**config.mk**
```make
export PLATFORM = sky130hd
export DESIGN_NAME = selective_repeat_arq_receiver
export DESIGN_NICKNAME = d
export VERILOG_FILES = /design/src/sv/srarq_pkg.sv /design/src/sv/srarq_mod.sv /design/src/sv/srarq_dp.sv /design/src/sv/srarq_ctrl.sv /design/src/sv/selective_repeat_arq_receiver.sv
export SDC_FILE = /design/constraint.sdc
export NUM_CORES = 2
export LEC_CHECK = 0
export ABC_CLOCK_PERIOD_IN_PS = 10900
export BUFFER_PORTS_ARGS = -buffer_cell sky130_fd_sc_hd__buf_2
export CORE_ASPECT_RATIO = 1.1
export CORE_MARGIN = 4
export CORE_UTILIZATION = 35
export CTS_CLUSTER_DIAMETER = 30
export DETAILED_ROUTE_END_ITERATION = 12
export SYNTH_ARGS = -nofsm -noshare
export SYNTH_HDL_FRONTEND = slang
export SYNTH_SLANG_ARGS = --single-unit
```
**constraint.sdc**
```tcl
create_clock -name clk -period 10.9 [get_ports clk]
set_input_delay 2.18 -clock clk [delete_from_list [all_inputs] [get_ports clk]]
set_output_delay 2.18 -clock clk [all_outputs]
set_load 0.005 [all_outputs]
```
**src/sv/srarq_pkg.sv**
```systemverilog
`default_nettype none

package srarq_pkg;

	localparam int WINDOW_DEPTH = 16;
	localparam int IDX_W = (WINDOW_DEPTH > 1) ? $clog2(WINDOW_DEPTH) : 1;
	localparam int CNT_W = $clog2(WINDOW_DEPTH + 1);
	localparam bit WIN_POW2 = (WINDOW_DEPTH == (1 << IDX_W));

	localparam int SEQ_W = 32;
	localparam int TAG_W = 16;
	localparam int LEN_W = 11;

	typedef enum logic [1:0] {
		KIND_DELIVER = 2'd0,
		KIND_RR      = 2'd1,
		KIND_SREJ    = 2'd2,
		KIND_EOFACK  = 2'd3
	} kind_t;

	typedef enum logic [1:0] {
		SRC_PKT  = 2'd0,
		SRC_SLOT = 2'd1,
		SRC_EXP  = 2'd2,
		SRC_ZERO = 2'd3
	} src_t;

	typedef struct packed {
		logic             action;
		logic [SEQ_W-1:0] seq_num;
		logic [TAG_W-1:0] payload_tag;
		logic [LEN_W-1:0] payload_length;
	} pkt_t;

	typedef struct packed {
		kind_t            msg_kind;
		logic [SEQ_W-1:0] seq_value;
		logic [TAG_W-1:0] out_tag;
		logic [LEN_W-1:0] out_length;
		logic             last;
	} msg_t;

	typedef struct packed {
		logic [SEQ_W-1:0] seq;
		logic [TAG_W-1:0] tag;
		logic [LEN_W-1:0] len;
	} slot_t;

	typedef struct packed {
		logic  load;
		logic  mod_start;
		logic  hold;
		logic  raise_high;
		logic  set_pend;
		logic  fin_pend;
		logic  inorder;
		logic  walk_start;
		logic  rd;
		logic  step;
		logic  emit;
		kind_t kind;
		src_t  src;
		logic  last;
	} ctrl_cmd_t;

	typedef struct packed {
		logic is_eof;
		logic eof_ok;
		logic seq_eq;
		logic seq_ge_high;
		logic seq_gt;
		logic pending;
		logic mod_done;
		logic match;
		logic walk_end;
		logic out_free;
	} dp_stat_t;

endpackage

`default_nettype wire

```
**src/sv/srarq_mod.sv**
```systemverilog
`default_nettype none

module srarq_mod
	import srarq_pkg::*;
(
	input  wire logic             clk,
	input  wire logic             arst_n,
	input  wire logic             start,
	input  wire logic [SEQ_W-1:0] value,
	output logic                  done,
	output logic [IDX_W-1:0]      rem
);

	if (WIN_POW2) begin : g_mask
		logic [IDX_W-1:0] rem_q;
		logic             done_q;

		always_ff @(posedge clk or negedge arst_n) begin
			if (!arst_n) begin
				done_q <= 1'b0;
			end else begin
				done_q <= start;
			end
		end

		always_ff @(posedge clk) begin
			if (start) begin
				rem_q <= value[IDX_W-1:0];
			end
		end

		assign done = done_q;
		assign rem  = rem_q;
	end else begin : g_iter
		localparam int DIG    = 4;
		localparam int STEPS  = SEQ_W / DIG;
		localparam int STEP_W = $clog2(STEPS);

		logic [SEQ_W-1:0]  val_q;
		logic [IDX_W-1:0]  r_q;
		logic [IDX_W-1:0]  r_nxt;
		logic [IDX_W:0]    t;
		logic [STEP_W-1:0] cnt_q;
		logic              busy_q;
		logic              done_q;

		always_comb begin
			r_nxt = r_q;
			t = '0;
			for (int b = 0; b < DIG; b++) begin
				t = {r_nxt, val_q[SEQ_W-1-b]};
				if (t >= (IDX_W+1)'(WINDOW_DEPTH)) begin
					t = t - (IDX_W+1)'(WINDOW_DEPTH);
				end
				r_nxt = t[IDX_W-1:0];
			end
		end

		always_ff @(posedge clk or negedge arst_n) begin
			if (!arst_n) begin
				busy_q <= 1'b0;
				done_q <= 1'b0;
				cnt_q  <= '0;
			end else begin
				done_q <= 1'b0;
				if (start) begin
					busy_q <= 1'b1;
					cnt_q  <= '0;
				end else if (busy_q) begin
					cnt_q <= cnt_q + STEP_W'(1);
					if (cnt_q == STEP_W'(STEPS - 1)) begin
						busy_q <= 1'b0;
						done_q <= 1'b1;
					end
				end
			end
		end

		always_ff @(posedge clk) begin
			if (start) begin
				val_q <= value;
				r_q   <= '0;
			end else if (busy_q) begin
				val_q <= val_q << DIG;
				r_q   <= r_nxt;
			end
		end

		assign done = done_q;
		assign rem  = r_q;
	end

endmodule

`default_nettype wire

```
**src/sv/srarq_dp.sv**
```systemverilog
`default_nettype none

module srarq_dp
	import srarq_pkg::*;
(
	input  wire logic      clk,
	input  wire logic      arst_n,
	input  wire pkt_t      pkt,
	input  wire ctrl_cmd_t cmd,
	output dp_stat_t       stat,
	output logic           msg_valid,
	input  wire logic      msg_stall,
	output msg_t           msg
);

	pkt_t                    pkt_q;
	logic [SEQ_W-1:0]        expected_q;
	logic [SEQ_W-1:0]        highest_q;
	logic                    pending_q;
	logic [WINDOW_DEPTH-1:0] slot_valid_q;
	slot_t                   slot_mem_q [WINDOW_DEPTH];
	slot_t                   rd_q;
	logic                    rd_valid_q;
	logic [IDX_W-1:0]        w_idx_q;
	logic [CNT_W-1:0]        k_q;
	msg_t                    msg_q;
	logic                    msg_valid_q;
	logic                    mod_done;
	logic [IDX_W-1:0]        mod_rem;
	msg_t                    msg_nxt;

	srarq_mod u_mod (
		.clk    (clk),
		.arst_n (arst_n),
		.start  (cmd.mod_start),
		.value  (pkt_q.seq_num),
		.done   (mod_done),
		.rem    (mod_rem)
	);

	always_comb begin
		stat.is_eof      = pkt_q.action;
		stat.eof_ok      = (expected_q > highest_q) || (expected_q == '0 && highest_q == '0);
		stat.seq_eq      = (pkt_q.seq_num == expected_q);
		stat.seq_ge_high = (pkt_q.seq_num >= highest_q);
		stat.seq_gt      = (pkt_q.seq_num > expected_q);
		stat.pending     = pending_q;
		stat.mod_done    = mod_done;
		stat.match       = rd_valid_q && (rd_q.seq == expected_q);
		stat.walk_end    = (expected_q == highest_q) || (k_q == CNT_W'(WINDOW_DEPTH));
		stat.out_free    = !msg_valid_q || !msg_stall;
	end

	always_comb begin
		msg_nxt.msg_kind = cmd.kind;
		msg_nxt.last     = cmd.last;
		case (cmd.src)
			SRC_PKT: begin
				msg_nxt.seq_value  = pkt_q.seq_num;
				msg_nxt.out_tag    = pkt_q.payload_tag;
				msg_nxt.out_length = pkt_q.payload_length;
			end
			SRC_SLOT: begin
				msg_nxt.seq_value  = expected_q;
				msg_nxt.out_tag    = rd_q.tag;
				msg_nxt.out_length = rd_q.len;
			end
			SRC_EXP: begin
				msg_nxt.seq_value  = expected_q;
				msg_nxt.out_tag    = '0;
				msg_nxt.out_length = '0;
			end
			default: begin
				msg_nxt.seq_value  = '0;
				msg_nxt.out_tag    = '0;
				msg_nxt.out_length = '0;
			end
		endcase
	end

	always_ff @(posedge clk or negedge arst_n) begin
		if (!arst_n) begin
			expected_q   <= '0;
			highest_q    <= '0;
			pending_q    <= 1'b0;
			slot_valid_q <= '0;
			k_q          <= '0;
			msg_valid_q  <= 1'b0;
		end else begin
			if (cmd.inorder) begin
				highest_q  <= pkt_q.seq_num;
				expected_q <= pkt_q.seq_num + SEQ_W'(1);
			end else if (cmd.step) begin
				expected_q <= expected_q + SEQ_W'(1);
			end
			if (cmd.raise_high && pkt_q.seq_num > highest_q) begin
				highest_q <= pkt_q.seq_num;
			end
			if (cmd.set_pend) begin
				pending_q <= 1'b1;
			end else if (cmd.fin_pend && expected_q == highest_q + SEQ_W'(1)) begin
				pending_q <= 1'b0;
			end
			if (cmd.hold) begin
				slot_valid_q[mod_rem] <= 1'b1;
			end else if (cmd.step) begin
				slot_valid_q[w_idx_q] <= 1'b0;
			end
			if (cmd.walk_start) begin
				k_q <= '0;
			end else if (cmd.step) begin
				k_q <= k_q + CNT_W'(1);
			end
			if (cmd.emit) begin
				msg_valid_q <= 1'b1;
			end else if (!msg_stall) begin
				msg_valid_q <= 1'b0;
			end
		end
	end

	always_ff @(posedge clk) begin
		if (cmd.load) begin
			pkt_q <= pkt;
		end
		if (cmd.hold) begin
			slot_mem_q[mod_rem] <= '{seq: pkt_q.seq_num, tag: pkt_q.payload_tag,
				len: pkt_q.payload_length};
		end
		if (cmd.rd) begin
			rd_q       <= slot_mem_q[w_idx_q];
			rd_valid_q <= slot_valid_q[w_idx_q];
		end
		if (cmd.hold) begin
			w_idx_q <= mod_rem;
		end else if (cmd.step) begin
			if (w_idx_q == IDX_W'(WINDOW_DEPTH - 1)) begin
				w_idx_q <= '0;
			end else begin
				w_idx_q <= w_idx_q + IDX_W'(1);
			end
		end
		if (cmd.emit) begin
			msg_q <= msg_nxt;
		end
	end

	assign msg_valid = msg_valid_q;
	assign msg       = msg_q;

endmodule

`default_nettype wire

```
**src/sv/srarq_ctrl.sv**
```systemverilog
`default_nettype none

module srarq_ctrl
	import srarq_pkg::*;
(
	input  wire logic     clk,
	input  wire logic     arst_n,
	input  wire logic     pkt_valid,
	output logic          pkt_stall,
	input  wire dp_stat_t stat,
	output ctrl_cmd_t     cmd
);

	typedef enum logic [10:0] {
		ST_IDLE      = 11'b000_0000_0001,
		ST_DECODE    = 11'b000_0000_0010,
		ST_MODW      = 11'b000_0000_0100,
		ST_HOLD      = 11'b000_0000_1000,
		ST_EMIT_DLV  = 11'b000_0001_0000,
		ST_EMIT_RR   = 11'b000_0010_0000,
		ST_EMIT_SREJ = 11'b000_0100_0000,
		ST_EMIT_EOF  = 11'b000_1000_0000,
		ST_DRAIN_RD  = 11'b001_0000_0000,
		ST_DRAIN_CHK = 11'b010_0000_0000,
		ST_FIN       = 11'b100_0000_0000
	} state_t;

	state_t state_q;
	state_t state_nxt;

	always_comb begin
		state_nxt = state_q;
		cmd       = '0;
		cmd.kind  = KIND_RR;
		cmd.src   = SRC_ZERO;
		case (state_q)
			ST_IDLE: begin
				if (pkt_valid) begin
					cmd.load  = 1'b1;
					state_nxt = ST_DECODE;
				end
			end
			ST_DECODE: begin
				if (stat.is_eof) begin
					state_nxt = stat.eof_ok ? ST_EMIT_EOF : ST_IDLE;
				end else if (stat.seq_eq && stat.seq_ge_high) begin
					state_nxt = ST_EMIT_DLV;
				end else if (stat.seq_eq || stat.seq_gt) begin
					cmd.mod_start = 1'b1;
					state_nxt     = ST_MODW;
				end else begin
					state_nxt = ST_EMIT_RR;
				end
			end
			ST_MODW: begin
				if (stat.mod_done) begin
					state_nxt = ST_HOLD;
				end
			end
			ST_HOLD: begin
				cmd.hold = 1'b1;
				if (stat.seq_eq) begin
					cmd.walk_start = 1'b1;
					state_nxt      = ST_DRAIN_RD;
				end else begin
					cmd.raise_high = 1'b1;
					if (!stat.pending) begin
						cmd.set_pend = 1'b1;
						state_nxt    = ST_EMIT_SREJ;
					end else begin
						state_nxt = ST_IDLE;
					end
				end
			end
			ST_EMIT_DLV: begin
				if (stat.out_free) begin
					cmd.emit    = 1'b1;
					cmd.kind    = KIND_DELIVER;
					cmd.src     = SRC_PKT;
					cmd.inorder = 1'b1;
					state_nxt   = ST_EMIT_RR;
				end
			end
			ST_EMIT_RR: begin
				if (stat.out_free) begin
					cmd.emit  = 1'b1;
					cmd.kind  = KIND_RR;
					cmd.src   = SRC_EXP;
					cmd.last  = 1'b1;
					state_nxt = ST_IDLE;
				end
			end
			ST_EMIT_SREJ: begin
				if (stat.out_free) begin
					cmd.emit  = 1'b1;
					cmd.kind  = KIND_SREJ;
					cmd.src   = SRC_EXP;
					cmd.last  = 1'b1;
					state_nxt = ST_IDLE;
				end
			end
			ST_EMIT_EOF: begin
				if (stat.out_free) begin
					cmd.emit  = 1'b1;
					cmd.kind  = KIND_EOFACK;
					cmd.src   = SRC_ZERO;
					cmd.last  = 1'b1;
					state_nxt = ST_IDLE;
				end
			end
			ST_DRAIN_RD: begin
				cmd.rd    = 1'b1;
				state_nxt = ST_DRAIN_CHK;
			end
			ST_DRAIN_CHK: begin
				if (stat.out_free) begin
					cmd.emit = 1'b1;
					if (stat.match) begin
						cmd.kind  = KIND_DELIVER;
						cmd.src   = SRC_SLOT;
						cmd.step  = 1'b1;
						state_nxt = stat.walk_end ? ST_FIN : ST_DRAIN_RD;
					end else begin
						cmd.kind     = KIND_SREJ;
						cmd.src      = SRC_EXP;
						cmd.set_pend = 1'b1;
						state_nxt    = ST_FIN;
					end
				end
			end
			ST_FIN: begin
				cmd.fin_pend = 1'b1;
				state_nxt    = ST_EMIT_RR;
			end
			default: begin
				state_nxt = ST_IDLE;
			end
		endcase
	end

	always_ff @(posedge clk or negedge arst_n) begin
		if (!arst_n) begin
			state_q <= ST_IDLE;
		end else begin
			state_q <= state_nxt;
		end
	end

	assign pkt_stall = (state_q != ST_IDLE);

endmodule

`default_nettype wire

```
**src/sv/selective_repeat_arq_receiver.sv**
```systemverilog
// Receiver of a selective-repeat ARQ link. Each beat on the pkt channel is one
// packet: data with a sequence number and a payload descriptor, or end of file.
// Each beat on the msg channel is one response: a payload to deliver, an RR,
// an SREJ or an EOF ack; the last response of a packet carries last.
// Packets are taken one at a time: pkt_stall is high from the state after the
// one that takes a packet until the controller is back in idle, after its last
// response is loaded into the output register, or sooner if it draws none.
// An in-order packet passes decode, a deliver response and an RR response
// before the next accept. A packet that goes into the reorder window also
// passes a sequence-modulo unit (a register when the window depth is a power
// of two, a digit-serial reduction otherwise), and draining the window reads
// each held packet through the registered read of the slot memory.
// When msg_stall is high the pending response holds in the output register and
// the controller waits; no response is dropped or reordered.
// Reset clears the expected and highest numbers, the SREJ flag, every slot's
// valid bit and the output valid flag, so the block needs no clearing pass.
`default_nettype none

module selective_repeat_arq_receiver
	import srarq_pkg::*;
(
	input  wire logic clk,
	input  wire logic arst_n,
	input  wire logic pkt_valid,
	output logic      pkt_stall,
	input  wire pkt_t pkt,
	output logic      msg_valid,
	input  wire logic msg_stall,
	output msg_t      msg
);

	ctrl_cmd_t cmd;
	dp_stat_t  stat;

	srarq_ctrl u_ctrl (
		.clk       (clk),
		.arst_n    (arst_n),
		.pkt_valid (pkt_valid),
		.pkt_stall (pkt_stall),
		.stat      (stat),
		.cmd       (cmd)
	);

	srarq_dp u_dp (
		.clk       (clk),
		.arst_n    (arst_n),
		.pkt       (pkt),
		.cmd       (cmd),
		.stat      (stat),
		.msg_valid (msg_valid),
		.msg_stall (msg_stall),
		.msg       (msg)
	);

endmodule

`default_nettype wire
```
==> results.cfg <==
[global_routing]
grt_pass1_wl_um = 212000
grt_pass1_vias = 30903
track_usage = 0.186
grt_overflow = 0
antenna_found_initial = 4
grt_max_degree = 121

[critical_path]
worstPathMaxFanout = 77
critPathLaunchType = input port
arrival_ns = 6.08
cp-end-kind = register
crit_type = in -> reg
cp.required_ns = 11.61

[yosys]
netlist_area_mm2 = 0.0524
syn_inst = 2943
synthTopCellsByCount = edfxtp_1 (1134), mux4_2 (300), nand2_1 (137)
yosysWarnings = 0
ys_seq_area_frac = 0.698
synth_cell_type_count = 84
async_flop_share = 0.0803
synthTopCellsByArea = edfxtp_1 (65%), mux4_2 (13%), dfrtp_1 (4.7%)
syn_area_per_cell_um2 = 17.8
yosysTopAreaCell = edfxtp_1
syn_nets = 3112
synth-edff-count = 1134
ys_ff_latch = 1233
yosysTopAreaCellShare = 0.650
yosysMostFrequentCell = edfxtp_1
synth_ff_type = edfxtp_1

[layout]
nFillCells = 12743
syn2layout_area_growth_pct = 23.9
fin_nets = 3445
layout-drive-gt1-share = 0.300

[drt]
wl_um = 145000
antenna_left = 0
dr_total_vias = 30040
drtIter0Drc = 2881
dr.pass1.iters = 6
routedWlPerCell_um = 26.6
avgViaCountPerCell = 5.53
drc = 0

[floorplan]
dieArea_mm2 = 0.156
die_w_um = 377
boundaryPins = 128
num_rows = 148
start_util = 0.353
design.core.area_mm2 = 0.148
die_y_um = 414

[place]
dp_hpwl_um = 80500
place_congestion = 0.919
portBuffers = 127

[clocking]
ctsResizeCount = 0
cts_buffers = 286
h-tree-depth = 5
clk_pin_slew_ns = 0.04
cts_tree = yes
cts_setup_buffers = 0
clock_path_buffers = 4
cts_hold_buf = 0
insertion_delay_ns = 0.89
clock-root-buffer = clkbuf_16
cts.sinks = 1233

[pwr]
vdd_drop_max_mv = 0.148
p_leak_nw = 21.9
power.density_mw_per_mm2 = 233
power.total_mw = 15.1

[timing]
max_clock_freq_mhz = 186
period_share = 0.493
report.final.setup_viol = 0
relSlewSlack = 0.166
fin_tns_setup_ns = 0
worst_pin_slew_ns = 1.24
holdWs_ns = 0.458
finClkSkew_ns = 0.104
slew_violations = 0
rsz0062_at_grt = no
fin_crit_ns = 5.38
hold_violations = 0

[outcome]
outcome = completed

[min_path]
hp-class = reg -> reg

[job]
drv_cap = 0
==> registers in the layout, summed over array words and instances, names as in the netlist, 11 cells and up <==
register	flops
u_dp.highest_q	32
u_dp.pkt_q	59
u_dp.expected_q	32
u_dp.msg	62
u_dp.slot_mem_q	944
u_dp.rd_q	59
u_ctrl.state_q	11
u_dp.slot_valid_q	16
==> path summary, 6_finish.rpt <==
| path | startpoint | end | slack (ns) | depth (start not counted) |
|---|---|---|---|---|
| setup / recovery | msg_stall | u_dp.expected_q[29] | 5.52 | 11 |
| hold / removal | u_dp.u_mod.done | u_ctrl.state_q[2] | 0.46 | 1 |
| setup reg to reg | u_dp.expected_q[13] | u_dp.msg[43] | 6.02 | 10 |
| hold reg to reg | u_dp.u_mod.done | u_ctrl.state_q[2] | 0.46 | 1 |
| max in group asynchronous | arst_n | u_dp.expected_q[30] | 8.21 | 2 |
| min in group asynchronous | arst_n | u_dp.expected_q[10] | 1.46 | 1 |
==> cells in the final DEF, fill, tap and decap left out, types with 14 or more instances in the layout <==
cell type	instances
a211oi_1	14
a22oi_1	29
o21ai_0	75
mux2_2	39
nand2_1	137
nor2_1	101
xnor2_1	37
clkinv_1	30
nand3_1	51
clkbuf_16	291
nor2_4	32
and3_1	17
clkbuf_1	27
ha_1	105
a21o_1	27
inv_1	78
dfrtp_1	98
clkinv_4	19
a31oi_1	17
nor2b_1	14
inv_6	15
nor4_1	40
edfxtp_1	1134
nand4_1	51
mux4_2	300
clkinvlp_4	28
buf_2	126
bufinv_16	36
a21oi_1	92
buf_4	83
clkinv_2	36
xor2_1	43
mux2i_1	15
nor3_1	46
==> critical path, cell delays in order <==
cell and delay [ns]:
buf_2 0.11, a211oi_1 0.45, and4_4 0.28, buf_4 0.53, buf_4 0.81, nand3_1 0.14, o22ai_1 0.61, nand2_1 0.33
o31ai_1 0.26, a21oi_1 0.10, nor3_1 0.22
==> power by group <==
group,switching (mW),leakage (nW),internal [mW],total [mW]
registers,0.222,11.5,5.53,5.76
clock network,2.57,4.54,5.75,8.32
logic,0.723,5.89,0.323,1.05
==> routing by layer <==
metal / global-route usage / vias up / share of wire
met4: 0.0695 / 2 / 0.035
met5: 0 / - / 0.000090
met2: 0.302 / 1400 / 0.48
met3: 0.0359 / 359 / 0.069
li1: - / 12740 / -
met1: 0.249 / 15539 / 0.41
==> cell families (layout without fill, tap and decap cells) <==
group	count (synthesis)	count (layout)	synth area share
buf+inv	243	781	0.0199
fa+ha+maj	105	105	0.0251
other cells	0	1	0
simple gates	565	565	0.0577
xor+xnor	80	80	0.0134
mux	355	355	0.141
flops	1233	1233	0.698
compound gates	362	362	0.0455
==> through the flow <==
stage          cells  setup slack [ns]  utilization  area, um^2
6_report        5432              5.52        0.437       64900
5_1_grt         5431              5.24        0.437       64900
4_1_cts         5431              5.64        0.437       64900
3_5_place_dp    4938              4.79        0.374       55500
3_3_place_gp    4938              4.87        0.374       55500
2_1_floorplan   2943              2.83            -       52400
==> area by class of cell <==
cell class / count / area (um^2) / area share
multi-input combinational: 1467 / 14900 / 0.230
antenna: 1 / 2.50 / 0.0000386
tap: 1950 / 2440 / 0.0376
inverter: 78 / 293 / 0.00451
clock buffer: 328 / 7520 / 0.116
sequential: 1233 / 36500 / 0.563
clock inverter: 165 / 1890 / 0.0292
timing repair buffer: 210 / 1270 / 0.0196
(Power assumes the default switching activity.)
